File: src/hdl/lsm_pkg.sv
`default_nettype none
package lsm_pkg;

    // counter widths
    localparam int PACKET_COUNT_WIDTH = 32;
    localparam int BYTE_COUNT_WIDTH   = 48;

    // fixed field widths
    localparam int CMD_W      = 3;
    localparam int RTT_W      = 20;
    localparam int BCNT_W     = 16;
    localparam int ELAPSED_W  = 32;
    localparam int RATE_W     = 52;
    localparam int LOSS_W     = 7;
    localparam int PKT_OUT_W  = 32;
    localparam int BYTE_OUT_W = 48;

    // arithmetic constants
    localparam int MEAN_WEIGHT   = 9;
    localparam int MEAN_DIVISOR  = 10;
    localparam int PERCENT_SCALE = 100;
    localparam int BIT_SHIFT     = 3;

    localparam logic [LOSS_W-1:0] LOSS_FULL    = LOSS_W'(PERCENT_SCALE);
    localparam logic [RTT_W-1:0]  RTT_ALL_ONES = {RTT_W{1'b1}};
    localparam logic [RATE_W-1:0] RATE_MAX     = {RATE_W{1'b1}};

    // dividend widths of the three divisions
    localparam int MEAN_DIV_W = RTT_W + 4;
    localparam int RATE_DIV_W = BYTE_COUNT_WIDTH + BIT_SHIFT;
    localparam int LOSS_DIV_W = PACKET_COUNT_WIDTH + LOSS_W;

    // divide by ten as multiply by ceil(2^27/10), exact for sums below 2^26
    localparam int                    MEAN_PROD_W      = 2 * MEAN_DIV_W;
    localparam logic [MEAN_DIV_W-1:0] MEAN_RECIP       = MEAN_DIV_W'(13421773);
    localparam int                    MEAN_RECIP_SHIFT = 27;

    // shared divider sizing
    localparam int DIV_QA_W = (RATE_DIV_W > LOSS_DIV_W) ? RATE_DIV_W : LOSS_DIV_W;
    localparam int DIV_QB_W = (MEAN_DIV_W > RATE_W) ? MEAN_DIV_W : RATE_W;
    localparam int DIV_Q_W  = (DIV_QA_W > DIV_QB_W) ? DIV_QA_W : DIV_QB_W;
    localparam int DIV_D_W  = (ELAPSED_W > PACKET_COUNT_WIDTH) ? ELAPSED_W
                                                               : PACKET_COUNT_WIDTH;
    localparam int STEP_W   = $clog2(DIV_Q_W + 1);

    // iteration counts; the loss quotient stays below 128
    localparam int RATE_STEPS = RATE_DIV_W;
    localparam int LOSS_STEPS = LOSS_W;

    // event codes
    typedef enum logic [CMD_W-1:0] {
        CMD_RTT  = 3'd0,
        CMD_SENT = 3'd1,
        CMD_RECV = 3'd2,
        CMD_LOST = 3'd3,
        CMD_TICK = 3'd4
    } t_cmd;

    typedef enum logic [1:0] {
        DIV_MEAN,
        DIV_RATE,
        DIV_LOSS
    } t_div_op;

    typedef enum logic [2:0] {
        S_IDLE,
        S_PICK,
        S_DIV,
        S_SNAP
    } t_state;

    // controller to datapath
    typedef struct packed {
        logic    accept;
        logic    div_start;
        t_div_op div_op;
        logic    div_write;
        logic    loss_fix;
        logic    snap;
    } t_ctrl_cmd;

    // datapath to controller
    typedef struct packed {
        logic mean_div_in;
        logic rate_in;
        logic loss_in;
        logic elapsed_nz;
        logic loss_direct;
        logic div_busy;
    } t_dp_status;

endpackage
`default_nettype wire

File: src/hdl/link_statistics_monitor.sv
`default_nettype none
// channel   direction  handshake                 payload
// input     in         i_in_valid / o_in_stall   i_cmd, i_rtt_sample, i_byte_count
// output    out        o_out_valid / i_out_stall snapshot of all statistics
//
// one beat at a time: S_IDLE takes a beat; S_PICK starts a shared divider pass,
// waited on in S_DIV, for throughput (51 steps; sent, tick with nonzero elapsed)
// and loss (7 steps; sent, lost); an rtt average update, a direct loss or a held
// throughput is done in S_PICK alone; S_SNAP takes the snapshot, then S_IDLE again.
// synchronous active-low reset clears all statistics, lowest rtt to all ones.
// a stalled output holds its result; the next beat is worked meanwhile, then waits.
module link_statistics_monitor (
    input  wire logic                           i_clk,
    input  wire logic                           i_rst_n,
    input  wire logic                           i_in_valid,
    output logic                                o_in_stall,
    input  wire logic [lsm_pkg::CMD_W-1:0]      i_cmd,
    input  wire logic [lsm_pkg::RTT_W-1:0]      i_rtt_sample,
    input  wire logic [lsm_pkg::BCNT_W-1:0]     i_byte_count,
    output logic                                o_out_valid,
    input  wire logic                           i_out_stall,
    output logic [lsm_pkg::PKT_OUT_W-1:0]       o_sent_packets,
    output logic [lsm_pkg::PKT_OUT_W-1:0]       o_received_packets,
    output logic [lsm_pkg::PKT_OUT_W-1:0]       o_lost_packets,
    output logic [lsm_pkg::LOSS_W-1:0]          o_loss_percent,
    output logic [lsm_pkg::RTT_W-1:0]           o_rtt_latest,
    output logic [lsm_pkg::RTT_W-1:0]           o_rtt_average,
    output logic [lsm_pkg::RTT_W-1:0]           o_rtt_lowest,
    output logic [lsm_pkg::RTT_W-1:0]           o_rtt_highest,
    output logic [lsm_pkg::RATE_W-1:0]          o_bit_rate,
    output logic [lsm_pkg::BYTE_OUT_W-1:0]      o_sent_bytes,
    output logic [lsm_pkg::BYTE_OUT_W-1:0]      o_received_bytes
);
    import lsm_pkg::*;

    t_ctrl_cmd  ctrl;
    t_dp_status status;

    // sequencing
    lsm_ctrl u_ctrl (
        .i_clk       (i_clk),
        .i_rst_n     (i_rst_n),
        .i_in_valid  (i_in_valid),
        .o_in_stall  (o_in_stall),
        .o_out_valid (o_out_valid),
        .i_out_stall (i_out_stall),
        .i_status    (status),
        .o_ctrl      (ctrl)
    );

    // statistics and division
    lsm_datapath u_datapath (
        .i_clk              (i_clk),
        .i_rst_n            (i_rst_n),
        .i_ctrl             (ctrl),
        .o_status           (status),
        .i_cmd              (i_cmd),
        .i_rtt_sample       (i_rtt_sample),
        .i_byte_count       (i_byte_count),
        .o_sent_packets     (o_sent_packets),
        .o_received_packets (o_received_packets),
        .o_lost_packets     (o_lost_packets),
        .o_loss_percent     (o_loss_percent),
        .o_rtt_latest       (o_rtt_latest),
        .o_rtt_average      (o_rtt_average),
        .o_rtt_lowest       (o_rtt_lowest),
        .o_rtt_highest      (o_rtt_highest),
        .o_bit_rate         (o_bit_rate),
        .o_sent_bytes       (o_sent_bytes),
        .o_received_bytes   (o_received_bytes)
    );

endmodule
`default_nettype wire

File: src/hdl/lsm_divider.sv
`default_nettype none
module lsm_divider (
    input  wire logic                        i_clk,
    input  wire logic                        i_rst_n,
    input  wire logic                        i_start,
    input  wire logic [lsm_pkg::DIV_D_W-1:0] i_rem,
    input  wire logic [lsm_pkg::DIV_Q_W-1:0] i_quo,
    input  wire logic [lsm_pkg::DIV_D_W-1:0] i_divisor,
    input  wire logic [lsm_pkg::STEP_W-1:0]  i_steps,
    output logic                             o_busy,
    output logic [lsm_pkg::DIV_Q_W-1:0]      o_quo
);
    import lsm_pkg::*;

    logic [DIV_D_W-1:0] r_rem, n_rem;
    logic [DIV_Q_W-1:0] r_quo, n_quo;
    logic [DIV_D_W-1:0] r_div;
    logic [STEP_W-1:0]  r_cnt, n_cnt;
    logic [DIV_D_W:0]   trial;

    // one restoring step: shift in the next dividend bit, try subtract
    always_comb begin
        trial = {r_rem, r_quo[DIV_Q_W-1]} - {1'b0, r_div};
        n_rem = r_rem;
        n_quo = r_quo;
        n_cnt = r_cnt;
        if (r_cnt != '0) begin
            n_cnt = r_cnt - STEP_W'(1);
            if (!trial[DIV_D_W]) begin
                n_rem = trial[DIV_D_W-1:0];
                n_quo = {r_quo[DIV_Q_W-2:0], 1'b1};
            end else begin
                n_rem = {r_rem[DIV_D_W-2:0], r_quo[DIV_Q_W-1]};
                n_quo = {r_quo[DIV_Q_W-2:0], 1'b0};
            end
        end
    end

    // step counter
    always_ff @(posedge i_clk) begin
        if (!i_rst_n) begin
            r_cnt <= '0;
        end else if (i_start) begin
            r_cnt <= i_steps;
        end else begin
            r_cnt <= n_cnt;
        end
    end

    // operand registers
    always_ff @(posedge i_clk) begin
        if (i_start) begin
            r_rem <= i_rem;
            r_quo <= i_quo;
            r_div <= i_divisor;
        end else begin
            r_rem <= n_rem;
            r_quo <= n_quo;
        end
    end

    assign o_busy = (r_cnt != '0);
    assign o_quo  = r_quo;

endmodule
`default_nettype wire

File: src/hdl/lsm_datapath.sv
`default_nettype none
module lsm_datapath (
    input  wire logic                           i_clk,
    input  wire logic                           i_rst_n,
    input  wire lsm_pkg::t_ctrl_cmd             i_ctrl,
    output lsm_pkg::t_dp_status                 o_status,
    input  wire logic [lsm_pkg::CMD_W-1:0]      i_cmd,
    input  wire logic [lsm_pkg::RTT_W-1:0]      i_rtt_sample,
    input  wire logic [lsm_pkg::BCNT_W-1:0]     i_byte_count,
    output logic [lsm_pkg::PKT_OUT_W-1:0]       o_sent_packets,
    output logic [lsm_pkg::PKT_OUT_W-1:0]       o_received_packets,
    output logic [lsm_pkg::PKT_OUT_W-1:0]       o_lost_packets,
    output logic [lsm_pkg::LOSS_W-1:0]          o_loss_percent,
    output logic [lsm_pkg::RTT_W-1:0]           o_rtt_latest,
    output logic [lsm_pkg::RTT_W-1:0]           o_rtt_average,
    output logic [lsm_pkg::RTT_W-1:0]           o_rtt_lowest,
    output logic [lsm_pkg::RTT_W-1:0]           o_rtt_highest,
    output logic [lsm_pkg::RATE_W-1:0]          o_bit_rate,
    output logic [lsm_pkg::BYTE_OUT_W-1:0]      o_sent_bytes,
    output logic [lsm_pkg::BYTE_OUT_W-1:0]      o_received_bytes
);
    import lsm_pkg::*;

    localparam logic [DIV_Q_W-1:0] RATE_Q_MASK = {DIV_Q_W{1'b1}} >> (DIV_Q_W - RATE_DIV_W);

    // statistics state
    logic [PACKET_COUNT_WIDTH-1:0] r_sent_cnt, r_recv_cnt, r_lost_cnt;
    logic [BYTE_COUNT_WIDTH-1:0]   r_sent_bytes, r_recv_bytes;
    logic [RTT_W-1:0]              r_rtt_now, r_rtt_mean, r_rtt_floor, r_rtt_ceil;
    logic [ELAPSED_W-1:0]          r_elapsed;
    logic [RATE_W-1:0]             r_rate;
    logic [LOSS_W-1:0]             r_loss;
    logic [MEAN_DIV_W-1:0]         r_mean_sum;

    // snapshot registers
    logic [PKT_OUT_W-1:0]  r_snap_sent, r_snap_recv, r_snap_lost;
    logic [LOSS_W-1:0]     r_snap_loss;
    logic [RTT_W-1:0]      r_snap_now, r_snap_mean, r_snap_floor, r_snap_ceil;
    logic [RATE_W-1:0]     r_snap_rate;
    logic [BYTE_OUT_W-1:0] r_snap_sent_bytes, r_snap_recv_bytes;

    // divider operands
    logic [MEAN_PROD_W-1:0] mean_prod;
    logic [RTT_W-1:0]       mean_quo;
    logic [LOSS_DIV_W-1:0]  loss_dividend;
    logic [RATE_DIV_W-1:0]  rate_dividend;
    logic [DIV_D_W-1:0]     div_rem;
    logic [DIV_Q_W-1:0]     div_quo_init;
    logic [DIV_D_W-1:0]     div_divisor;
    logic [STEP_W-1:0]      div_steps;
    logic                   div_busy;
    logic [DIV_Q_W-1:0]     div_quo;
    logic [DIV_Q_W-1:0]     rate_q;
    logic [RATE_W-1:0]      rate_sat;

    // average update: weighted sum times the reciprocal of ten
    assign mean_prod     = MEAN_PROD_W'(r_mean_sum) * MEAN_PROD_W'(MEAN_RECIP);
    assign mean_quo      = mean_prod[MEAN_RECIP_SHIFT +: RTT_W];

    // dividends
    assign loss_dividend = LOSS_DIV_W'(r_lost_cnt) * LOSS_DIV_W'(PERCENT_SCALE);
    assign rate_dividend = RATE_DIV_W'(r_sent_bytes) << BIT_SHIFT;

    // operand select for the shared divider
    always_comb begin
        unique case (i_ctrl.div_op)
            DIV_RATE: begin
                div_rem      = '0;
                div_quo_init = DIV_Q_W'(rate_dividend) << (DIV_Q_W - RATE_DIV_W);
                div_divisor  = DIV_D_W'(r_elapsed);
                div_steps    = STEP_W'(RATE_STEPS);
            end
            DIV_LOSS: begin
                // upper bits preloaded as remainder, quotient fits in seven steps
                div_rem      = DIV_D_W'(loss_dividend >> LOSS_STEPS);
                div_quo_init = DIV_Q_W'(loss_dividend) << (DIV_Q_W - LOSS_STEPS);
                div_divisor  = DIV_D_W'(r_sent_cnt);
                div_steps    = STEP_W'(LOSS_STEPS);
            end
            default: begin
                div_rem      = '0;
                div_quo_init = '0;
                div_divisor  = '0;
                div_steps    = '0;
            end
        endcase
    end

    lsm_divider u_divider (
        .i_clk     (i_clk),
        .i_rst_n   (i_rst_n),
        .i_start   (i_ctrl.div_start),
        .i_rem     (div_rem),
        .i_quo     (div_quo_init),
        .i_divisor (div_divisor),
        .i_steps   (div_steps),
        .o_busy    (div_busy),
        .o_quo     (div_quo)
    );

    // throughput quotient with saturation
    assign rate_q   = div_quo & RATE_Q_MASK;
    assign rate_sat = (rate_q > DIV_Q_W'(RATE_MAX)) ? RATE_MAX : rate_q[RATE_W-1:0];

    // status back to the controller
    always_comb begin
        o_status.mean_div_in = (i_cmd == CMD_RTT) && (r_rtt_mean != '0);
        o_status.rate_in     = (i_cmd == CMD_SENT) || (i_cmd == CMD_TICK);
        o_status.loss_in     = (i_cmd == CMD_SENT) || (i_cmd == CMD_LOST);
        o_status.elapsed_nz  = (r_elapsed != '0);
        o_status.loss_direct = (r_sent_cnt == '0) || (r_lost_cnt >= r_sent_cnt);
        o_status.div_busy    = div_busy;
    end

    // counters and rtt tracking
    always_ff @(posedge i_clk) begin
        if (!i_rst_n) begin
            r_sent_cnt   <= '0;
            r_recv_cnt   <= '0;
            r_lost_cnt   <= '0;
            r_sent_bytes <= '0;
            r_recv_bytes <= '0;
            r_rtt_now    <= '0;
            r_rtt_mean   <= '0;
            r_rtt_floor  <= RTT_ALL_ONES;
            r_rtt_ceil   <= '0;
            r_elapsed    <= '0;
            r_rate       <= '0;
            r_loss       <= '0;
        end else begin
            if (i_ctrl.accept) begin
                unique case (i_cmd)
                    CMD_RTT: begin
                        r_rtt_now <= i_rtt_sample;
                        if (i_rtt_sample < r_rtt_floor) begin
                            r_rtt_floor <= i_rtt_sample;
                        end
                        if (i_rtt_sample > r_rtt_ceil) begin
                            r_rtt_ceil <= i_rtt_sample;
                        end
                        // seed the average while it is zero
                        if (r_rtt_mean == '0) begin
                            r_rtt_mean <= i_rtt_sample;
                        end
                    end
                    CMD_SENT: begin
                        r_sent_cnt   <= r_sent_cnt + PACKET_COUNT_WIDTH'(1);
                        r_sent_bytes <= r_sent_bytes + BYTE_COUNT_WIDTH'(i_byte_count);
                    end
                    CMD_RECV: begin
                        r_recv_cnt   <= r_recv_cnt + PACKET_COUNT_WIDTH'(1);
                        r_recv_bytes <= r_recv_bytes + BYTE_COUNT_WIDTH'(i_byte_count);
                    end
                    CMD_LOST: begin
                        r_lost_cnt <= r_lost_cnt + PACKET_COUNT_WIDTH'(1);
                    end
                    CMD_TICK: begin
                        r_elapsed <= r_elapsed + ELAPSED_W'(1);
                    end
                    default: begin
                    end
                endcase
            end
            // division write back
            if (i_ctrl.div_write) begin
                unique case (i_ctrl.div_op)
                    DIV_MEAN: r_rtt_mean <= mean_quo;
                    DIV_RATE: r_rate     <= rate_sat;
                    DIV_LOSS: r_loss     <= div_quo[LOSS_W-1:0];
                    default: begin
                    end
                endcase
            end
            // loss without division: nothing sent, or all lost
            if (i_ctrl.loss_fix) begin
                r_loss <= (r_sent_cnt == '0) ? '0 : LOSS_FULL;
            end
        end
    end

    // weighted sum kept for the average update
    always_ff @(posedge i_clk) begin
        if (i_ctrl.accept) begin
            r_mean_sum <= MEAN_DIV_W'(r_rtt_mean) * MEAN_DIV_W'(MEAN_WEIGHT)
                        + MEAN_DIV_W'(i_rtt_sample);
        end
    end

    // result snapshot
    always_ff @(posedge i_clk) begin
        if (i_ctrl.snap) begin
            r_snap_sent       <= PKT_OUT_W'(r_sent_cnt);
            r_snap_recv       <= PKT_OUT_W'(r_recv_cnt);
            r_snap_lost       <= PKT_OUT_W'(r_lost_cnt);
            r_snap_loss       <= r_loss;
            r_snap_now        <= r_rtt_now;
            r_snap_mean       <= r_rtt_mean;
            r_snap_floor      <= r_rtt_floor;
            r_snap_ceil       <= r_rtt_ceil;
            r_snap_rate       <= r_rate;
            r_snap_sent_bytes <= BYTE_OUT_W'(r_sent_bytes);
            r_snap_recv_bytes <= BYTE_OUT_W'(r_recv_bytes);
        end
    end

    assign o_sent_packets     = r_snap_sent;
    assign o_received_packets = r_snap_recv;
    assign o_lost_packets     = r_snap_lost;
    assign o_loss_percent     = r_snap_loss;
    assign o_rtt_latest       = r_snap_now;
    assign o_rtt_average      = r_snap_mean;
    assign o_rtt_lowest       = r_snap_floor;
    assign o_rtt_highest      = r_snap_ceil;
    assign o_bit_rate         = r_snap_rate;
    assign o_sent_bytes       = r_snap_sent_bytes;
    assign o_received_bytes   = r_snap_recv_bytes;

    // loss never above full scale
    a_loss_range: assert property (@(posedge i_clk) disable iff (!i_rst_n)
        r_loss <= LOSS_FULL)
        else $error("loss percent above 100");

    // lowest never above highest once a sample was seen
    a_rtt_order: assert property (@(posedge i_clk) disable iff (!i_rst_n)
        (r_rtt_floor <= r_rtt_ceil) || ((r_rtt_floor == RTT_ALL_ONES) && (r_rtt_ceil == '0)))
        else $error("rtt lowest above highest");

endmodule
`default_nettype wire

File: src/hdl/lsm_ctrl.sv
`default_nettype none
module lsm_ctrl (
    input  wire logic                i_clk,
    input  wire logic                i_rst_n,
    input  wire logic                i_in_valid,
    output logic                     o_in_stall,
    output logic                     o_out_valid,
    input  wire logic                i_out_stall,
    input  wire lsm_pkg::t_dp_status i_status,
    output lsm_pkg::t_ctrl_cmd       o_ctrl
);
    import lsm_pkg::*;

    t_state  r_state, n_state;
    t_div_op r_op;
    logic    r_need_mean, n_need_mean;
    logic    r_need_rate, n_need_rate;
    logic    r_need_loss, n_need_loss;
    logic    r_out_valid, n_out_valid;
    logic    any_need;

    assign any_need = r_need_mean || r_need_rate || r_need_loss;

    // command outputs
    always_comb begin
        o_ctrl           = '0;
        o_ctrl.div_op    = r_op;
        unique case (r_state)
            S_IDLE: begin
                o_ctrl.accept = i_in_valid;
            end
            S_PICK: begin
                priority if (r_need_mean) begin
                    // average written straight from the reciprocal product
                    o_ctrl.div_write = 1'b1;
                    o_ctrl.div_op    = DIV_MEAN;
                end else if (r_need_rate) begin
                    o_ctrl.div_start = i_status.elapsed_nz;
                    o_ctrl.div_op    = DIV_RATE;
                end else if (r_need_loss) begin
                    o_ctrl.div_start = !i_status.loss_direct;
                    o_ctrl.loss_fix  = i_status.loss_direct;
                    o_ctrl.div_op    = DIV_LOSS;
                end else begin
                end
            end
            S_DIV: begin
                o_ctrl.div_write = !i_status.div_busy;
            end
            S_SNAP: begin
                o_ctrl.snap = !r_out_valid || !i_out_stall;
            end
            default: begin
            end
        endcase
    end

    // next state
    always_comb begin
        n_state = r_state;
        unique case (r_state)
            S_IDLE: begin
                if (i_in_valid) begin
                    n_state = S_PICK;
                end
            end
            S_PICK: begin
                priority if (o_ctrl.div_start) begin
                    n_state = S_DIV;
                end else if (!any_need) begin
                    n_state = S_SNAP;
                end else begin
                    n_state = S_PICK;
                end
            end
            S_DIV: begin
                if (!i_status.div_busy) begin
                    n_state = S_PICK;
                end
            end
            S_SNAP: begin
                if (o_ctrl.snap) begin
                    n_state = S_IDLE;
                end
            end
            default: begin
                n_state = S_IDLE;
            end
        endcase
    end

    // pending division flags, cleared one at a time in priority order
    always_comb begin
        n_need_mean = r_need_mean;
        n_need_rate = r_need_rate;
        n_need_loss = r_need_loss;
        if (o_ctrl.accept) begin
            n_need_mean = i_status.mean_div_in;
            n_need_rate = i_status.rate_in;
            n_need_loss = i_status.loss_in;
        end else if (r_state == S_PICK) begin
            priority if (r_need_mean) begin
                n_need_mean = 1'b0;
            end else if (r_need_rate) begin
                n_need_rate = 1'b0;
            end else begin
                n_need_loss = 1'b0;
            end
        end
    end

    // output beat valid
    always_comb begin
        priority if (o_ctrl.snap) begin
            n_out_valid = 1'b1;
        end else if (!i_out_stall) begin
            n_out_valid = 1'b0;
        end else begin
            n_out_valid = r_out_valid;
        end
    end

    always_ff @(posedge i_clk) begin
        if (!i_rst_n) begin
            r_state     <= S_IDLE;
            r_need_mean <= 1'b0;
            r_need_rate <= 1'b0;
            r_need_loss <= 1'b0;
            r_out_valid <= 1'b0;
            r_op        <= DIV_MEAN;
        end else begin
            r_state     <= n_state;
            r_need_mean <= n_need_mean;
            r_need_rate <= n_need_rate;
            r_need_loss <= n_need_loss;
            r_out_valid <= n_out_valid;
            if (o_ctrl.div_start) begin
                r_op <= o_ctrl.div_op;
            end
        end
    end

    assign o_in_stall  = (r_state != S_IDLE);
    assign o_out_valid = r_out_valid;

    // an accepted beat blocks the input on the next cycle
    a_accept_blocks: assert property (@(posedge i_clk) disable iff (!i_rst_n)
        o_ctrl.accept |=> o_in_stall)
        else $error("input not blocked after accept");

    // a new snapshot never overwrites a result still waiting
    a_no_overwrite: assert property (@(posedge i_clk) disable iff (!i_rst_n)
        o_ctrl.snap |-> (!r_out_valid || !i_out_stall))
        else $error("snapshot overwrote a pending result");

    // the divider is started only while idle
    a_div_idle: assert property (@(posedge i_clk) disable iff (!i_rst_n)
        o_ctrl.div_start |-> !i_status.div_busy)
        else $error("divider started while busy");

    // no division left pending when the result is taken
    a_snap_clean: assert property (@(posedge i_clk) disable iff (!i_rst_n)
        o_ctrl.snap |-> !any_need)
        else $error("snapshot with division pending");

endmodule
`default_nettype wire

File: config.mk
export PLATFORM = sky130hd
export DESIGN_NAME = link_statistics_monitor
export DESIGN_NICKNAME = d
export VERILOG_FILES = /design/src/hdl/lsm_pkg.sv /design/src/hdl/link_statistics_monitor.sv /design/src/hdl/lsm_divider.sv /design/src/hdl/lsm_datapath.sv /design/src/hdl/lsm_ctrl.sv
export SDC_FILE = /design/constraint.sdc
export NUM_CORES = 2
export LEC_CHECK = 0
export ABC_AREA = 1
export BUFFER_PORTS_ARGS = -buffer_cell sky130_fd_sc_hd__buf_2
export CAP_MARGIN = 10
export CORE_MARGIN = 1.5
export CORE_UTILIZATION = 40
export DETAILED_ROUTE_END_ITERATION = 12
export HOLD_SLACK_MARGIN = 0.1
export PLACE_DENSITY_LB_ADDON = 0.15
export SLEW_MARGIN = 20
export SYNTH_ARGS = -nofsm -noshare
export SYNTH_HDL_FRONTEND = slang
export SYNTH_SLANG_ARGS = --single-unit
export TNS_END_PERCENT = 50
File: constraint.sdc
create_clock -name i_clk -period 25.3 [get_ports i_clk]
set_clock_uncertainty 0.1 [all_clocks]
set_input_delay 5.06 -clock i_clk [delete_from_list [all_inputs] [get_ports i_clk]]
set_output_delay 5.06 -clock i_clk [all_outputs]
set_load 0.1 [all_outputs]
; Yosys cells after proc, flatten, opt, wreduce, memory -nomap -nowiden
; Cells that the tools add are included.
[classes]
addsub = 9
n_mul = 3
div_mod_pow = 0
n_lt_le_gt_ge = 4
eq_ne = 15
shifts = 0
n_mux = 52
bitwise_logic = 0
reduce_logical = 36
[op_table]
columns = cell, count
row1 = $mux 52, 3
row2 = $add 32x1->32 const B, 4
row3 = $mux 32, 4
row4 = $pmux 52 s2, 1
row5 = $mux 20, 5
row6 = $add 48x16->48, 2
row7 = $pmux 32 s2, 1
row8 = $gt 51x52->1 const B, 1
row9 = $mul 24x24->47 const B, 1
row10 = $mul 32x5->37 const B, 1
row11 = $sub 33x32->33, 1
row12 = $ge 32x32->1, 1
row13 = $logic_not 32->1, 1
row14 = $reduce_bool 32->1, 1
row15 = $mux 7, 4
row16 = $add 24x20->24, 1
row17 = $mul 20x4->24 const B, 1
row18 = $mux 3, 7
row19 = $gt 20x20->1, 1
row20 = $logic_not 20->1, 1
row21 = $lt 20x20->1, 1
row22 = $mux 1, 20
row23 = $reduce_bool 20->1, 1
row24 = $reduce_and 2->1, 8
row25 = 22 further kinds, 47
[word_totals]
ff_bits = 849
latch_bits = 0
ram_bits = 0
mem_bits_ro = 0
output_inout_bits = 333
mem_count = 0

; Depth between registers and ports, before layout
[depth]
depth_word = 11
ltp_mapped = 28
depth_no_buf = 27

; By module
; From an unflattened synthesis, not the netlist that was laid out.
[hier_totals]
cells_unflattened = 7117
area_unflattened_um2 = 57775.4
[by_module_without_submodules]
columns = module, instances, cells_each, area_per_inst_um2
row1 = lsm_datapath, 1, 5915, 49102.1
row2 = lsm_divider, 1, 1121, 8127.8
row3 = lsm_ctrl, 1, 81, 545.5

; Worst setup path before layout
; OpenSTA, ideal clock, no wires.
[synth_timing]
path_kind = input port to flip-flop
startpoint = input i_out_stall
endpoint = register u_datapath.r_snap_rate[0], in the netlist u_datapath.o_bit_rate[0], enable pin
setup_time_ps = 1133
t_arrival_ps = 20874
t_required_ps = 24067
setup_slack_ps = 3193
path_stages = 1
path_cell_list = a21oi_1
[synth_via]
elab_chain_len = 3
[synth_rtl]
columns = element, line_no
row1 = start: declaration, link_statistics_monitor.sv:21  ; input wire logic i_out_stall,
row2 = $logic_not 1->1, lsm_ctrl.sv:51  ; o_ctrl.snap = !r_out_valid || !i_out_stall;
row3 = $logic_or 1x1->1, lsm_ctrl.sv:51
row4 = $mux 1, lsm_ctrl.sv:28  ; unique case (r_state)
row5 = end signal: assignment, lsm_datapath.sv:200  ; r_snap_rate <= r_rate;
row6 = end: declaration, lsm_datapath.sv:39  ; logic [RATE_W-1:0] r_snap_rate;
; Every way passes these cells.
; A chain may end at the register's enable or synchronous reset.

; Worst setup path in the final report
[layout_timing]
startpoint = register u_datapath.r_mean_sum[3]
endpoint = register u_datapath.r_rtt_mean[14]
[layout_via]
elab_chain_len = 3
[layout_rtl]
columns = element, line_no
row1 = start: declaration, lsm_datapath.sv:33  ; logic [MEAN_DIV_W-1:0] r_mean_sum;
row2 = start signal: assignment, lsm_datapath.sv:184  ; r_mean_sum <= MEAN_DIV_W'(r_rtt_mean) * MEAN_DIV_W'(MEAN_WEIGHT)
row3 = $mul 24x24->47, lsm_datapath.sv:57  ; assign mean_prod = MEAN_PROD_W'(r_mean_sum) * MEAN_PROD_W'(MEAN_RECIP);
row4 = $mux 20, lsm_datapath.sv:166  ; unique case (i_ctrl.div_op)
row5 = $mux 20, lsm_datapath.sv:165  ; if (i_ctrl.div_write) begin
row6 = end signal: assignment, lsm_datapath.sv:143  ; r_rtt_mean <= i_rtt_sample;
row7 = end signal: assignment, lsm_datapath.sv:167  ; DIV_MEAN: r_rtt_mean <= mean_quo;
row8 = end: declaration, lsm_datapath.sv:29  ; logic [RTT_W-1:0] r_rtt_now, r_rtt_mean, r_rtt_floor, r_rtt_ceil;
; Every way passes these cells.

==> results.txt <==
----------------------------------------------------
[STA]
  Unrepaired setup endpoints after global routing ... no
  Setup violators final ... 0
  Final Hold Violating Endpoints ... 0
  Final Cycle Share ... 28.9%
  Worst slew margin ... between 20 and 30%
  Maximum clock frequency ... 137 MHz
  Worst Tran Pin Value ... roughly 1.1 ns
  Worst hold margin ... 0.299 ns
  Post-layout min period ... about 7.3 ns
  Max Slew Vio Count ... 0
  Sum of negative setup slack ... 0 ns

[Worst setup path]
  Startpoint of the lowest-slack register-to-register path ... u_datapath.r_mean_sum[3]
  Arrival time reported for the critical path endpoint ... 7.84 ns
  Critical path endpoint category ... register
  Worst setup endpoint ... u_datapath.r_rtt_mean[14]
  R2r setup slk ... ~18 ns
  Critical path required time ... 25.83 ns
  Maximum net fanout on the critical path ... 12
  Critical path origin ... u_datapath.r_mean_sum[3]
  Number of cells on the worst reg-to-reg path ... 21
  Startpoint Class ... register
  Start-to-end type of the worst setup path ... reg -> reg
  Endpoint of the worst-slack reg-to-reg timing path ... u_datapath.r_rtt_mean[14]

[Placement]
  Final weighted congestion in routability-driven placement ... 0.934
  DPL Wire Length ... 133000 um
  # placed instances ... 8326
  IO Port Bufs ... ~370

[CTS]
  Count of buffers added by post-CTS timing repair for setup ... 0
  Clock slew at the register clock pins of the worst setup and hold paths ... 0.06 ns
  Clock Tree Root ... sky130_fd_sc_hd__clkbuf_16
  Count of cells resized by post-cts repair ... 0
  Number of levels in the clock H-tree ... 3
  Maximum buffer depth of the clock tree ... 3
  Total number of clock tree sinks ... 846
  CTS tree ... built
  Clock buffers created by TritonCTS ... 96
  Hold buffer count at CTS ... 0
  Latest clock arrival within the worst-skew pair ... 0.73 ns

[Synth]
  Top cells by area, synth ... sky130_fd_sc_hd__edfxtp_1 26%, sky130_fd_sc_hd__dfxtp_1 14%, sky130_fd_sc_hd__ha_1 12%
  Simple-gate share of the synthesized area ... 16.7%
  Share of cell area taken by muxes after synthesis ... 0%
  Cell Area, Synth ... ~0.055 mm^2
  Fraction of the mapped netlist area in adder cells ... roughly 22%
  Top-area cell type share of the netlist area ... 25.7%
  Synth Area in Compound Gates ... 10.1%
  Sequential fraction of the synthesis area ... 39.3%
  Synthesized instance count ... 6275
  Synth Area in XOR/XNOR ... under 10%
  Yosys reg bits ... 846
  Synth async-reset ratio ... 0%
  Number of synthesized flops with an enable pin ... 470
  Main synth FF type ... sky130_fd_sc_hd__edfxtp_1
  Syn avg cell area ... 8.77 um^2
  Ys Warns ... 0
  Post-synthesis net count ... 7124
  Combinational family with the most area after synthesis ... adder cells
  Number of library cell types mapped by synthesis ... 68
  Cell taking the most area after synthesis ... sky130_fd_sc_hd__edfxtp_1

[Route]
  Number of vias in the routed layout ... approximately 44000
  Post-detailed-route DRC marker count ... 0
  First drt pass iteration count ... 5
  Total length of routed wires ... 169000 um
  Via density per instance ... 5.12
  Routed length per instance ... 19.8 um
  Antenna Violating Nets Remaining ... 0
  Number of DRC markers in iteration 0 ... about 3300

[Global route]
  Antenna violations before repair ... 5
  Via count of the first global-routing pass ... ~42000
  Pin count of the biggest net entering global routing ... between 100 and 150
  Sum of overflow across all layers after global routing ... 0
  Global routing usage summed across all routing layers ... 23.8%
  First-pass GRT wire length ... 257000 um

[Finish]
  Count of filler cells inserted in the layout ... 13400
  Most common cell after layout, fill and taps aside ... sky130_fd_sc_hd__inv_1
  Register Area ... 0.0216 mm^2
  Highest-count cells in the layout ignoring fill and taps ... 1186 x sky130_fd_sc_hd__inv_1, 1016 x sky130_fd_sc_hd__nand2_1, 548 x sky130_fd_sc_hd__ha_1
  Post-layout net count ... around 7500
  Post-route non-filler standard cell count ... 8508
  Area occupied by multi-input gates ... about 0.028 mm^2
  N_diodes ... 0
  Proportion of layout cells with a drive suffix above 1 ... 9.83%
  Area delta synth->final ... 13.0%

[Min path]
  Classification of the worst-slack hold path ... reg -> reg

[Outcome]
  Run status ... finished clean

[Floorplan]
  Core outline area ... 0.136 mm^2
  Count of boundary I/O pins ... 376
  Placement row count ... between 100 and 150
  Starting density of the core ... 40.5%
  Die Span X ... 374 um
  Full die area ... around 0.14 mm^2
  Height of the die ... 374 um

[Flow run]
  Maxcap violations ... 0

----------------------------------------------------
==> sequential cells by signal (all words and copies together), names as in the netlist, 48 cells and up <==
| signal | cells |
|---|---|
| u_datapath.o_bit_rate | 51 |
| u_datapath.o_received_bytes | 48 |
| u_datapath.o_sent_bytes | 48 |
| u_datapath.r_rate | 51 |
| u_datapath.r_recv_bytes | 48 |
| u_datapath.r_sent_bytes | 48 |
| u_datapath.u_divider.o_quo | 52 |
==> how the worst min path moves through the flow <==
stage | startpoint | end | cells past startpoint
2_1_floorplan | u_datapath.r_sent_cnt[17] | u_datapath.o_sent_packets[17] | 0
3_3_place_gp | u_datapath.r_rtt_now[8] | u_datapath.o_rtt_latest[8] | 0
3_5_place_dp | u_datapath.r_rtt_now[10] | u_datapath.o_rtt_latest[10] | 0
4_1_cts | u_datapath.r_rtt_now[2] | u_datapath.o_rtt_latest[2] | 0
5_1_grt | u_datapath.r_rtt_now[2] | u_datapath.o_rtt_latest[2] | 0
6_report | u_datapath.r_recv_bytes[23] | u_datapath.o_received_bytes[23] | 0
==> worst max-delay path: stages (launching register included) <==
cell                       delay (ns)
sky130_fd_sc_hd__edfxtp_1        0.78
sky130_fd_sc_hd__ha_1            0.40
sky130_fd_sc_hd__xnor2_1         0.58
sky130_fd_sc_hd__o21ai_0         0.22
sky130_fd_sc_hd__fa_1            0.55
sky130_fd_sc_hd__fa_1            0.55
sky130_fd_sc_hd__fa_1            0.53
sky130_fd_sc_hd__fa_1            0.56
sky130_fd_sc_hd__inv_1           0.06
sky130_fd_sc_hd__fa_1            0.54
sky130_fd_sc_hd__inv_1           0.04
sky130_fd_sc_hd__ha_1            0.34
sky130_fd_sc_hd__nand2_1         0.14
sky130_fd_sc_hd__a21oi_1         0.05
sky130_fd_sc_hd__or2_2           0.30
sky130_fd_sc_hd__nand2_1         0.08
sky130_fd_sc_hd__a21oi_1         0.06
sky130_fd_sc_hd__nor3_1          0.38
sky130_fd_sc_hd__nand3_1         0.26
sky130_fd_sc_hd__o21ai_0         0.51
sky130_fd_sc_hd__nand3_1         0.13
sky130_fd_sc_hd__inv_1           0.08
==> cells by family (layout without fill, tap and decap cells) <==
group / Yosys count / in the layout
buffers and inverters: 1325 / 1777
AO/OA/AOI/OAI: 1029 / 1029
flip-flops: 846 / 846
other: 1 / 1
XOR/XNOR: 183 / 183
AND/OR/NAND/NOR: 2085 / 2085
adder cells (fa/ha/maj): 806 / 806
==> layout make-up <==
class / count / share of cell area, %
clock buffers: 124 / 4.18
repair buffers: 394 / 3.28
clock inverters: 58 / 1.19
multi-input cells: 4104 / 45.7
flip-flops and latches: 846 / 34.8
well taps: 1781 / 3.59
inverters: 1201 / 7.27
==> per-stage QoR <==
step	setup WS (ns)	utilization, %	instance area, um^2
after floorplan	3.19	-	55000
after global placement	16.92	43.3	58800
after detailed placement	16.95	43.3	58800
after CTS	17.72	45.7	62200
after global routing	17.69	45.7	62200
final	17.98	45.7	62200
==> cell usage after synthesis (6+ instances only) <==
master                     instances
sky130_fd_sc_hd__a21boi_0         14
sky130_fd_sc_hd__a21o_1           27
sky130_fd_sc_hd__a21oi_1         483
sky130_fd_sc_hd__a31oi_1          29
sky130_fd_sc_hd__and3_1           11
sky130_fd_sc_hd__buf_2            22
sky130_fd_sc_hd__clkbuf_1         92
sky130_fd_sc_hd__dfxtp_1         376
sky130_fd_sc_hd__edfxtp_1        470
sky130_fd_sc_hd__fa_1            257
sky130_fd_sc_hd__ha_1            549
sky130_fd_sc_hd__inv_1          1186
sky130_fd_sc_hd__inv_2            13
sky130_fd_sc_hd__nand2_1        1019
sky130_fd_sc_hd__nand2_2           6
sky130_fd_sc_hd__nand3_1         280
sky130_fd_sc_hd__nand3_4           7
sky130_fd_sc_hd__nand3b_1          9
sky130_fd_sc_hd__nand4_1          72
sky130_fd_sc_hd__nor2_1          452
sky130_fd_sc_hd__nor2_2           15
sky130_fd_sc_hd__nor2_4           10
sky130_fd_sc_hd__nor3_1          130
sky130_fd_sc_hd__nor3_2            7
sky130_fd_sc_hd__nor4_1           23
sky130_fd_sc_hd__o211ai_1         15
sky130_fd_sc_hd__o21a_1           14
sky130_fd_sc_hd__o21ai_0         329
sky130_fd_sc_hd__o21ai_1          57
sky130_fd_sc_hd__o21ai_2          15
sky130_fd_sc_hd__o21bai_1         24
sky130_fd_sc_hd__or2_2            11
sky130_fd_sc_hd__xnor2_1          38
sky130_fd_sc_hd__xor2_1          145
==> per-layer routing <==
| metal | global-route usage [%] | up-vias | part of all wire (%) |
|---|---|---|---|
| met5 | 0 | - | 0.0065 |
| met3 | 4.77 | 201 | 6.8 |
| met1 | 33.9 | 20900 | 47 |
| met2 | 36.7 | 1199 | 44 |
| met4 | 6.45 | 2 | 2.5 |
| li1 | - | 21300 | - |
Power is left out: the tool's default activity adds up to more than one toggle a clock period on the data nets, which glitch-free logic cannot reach.
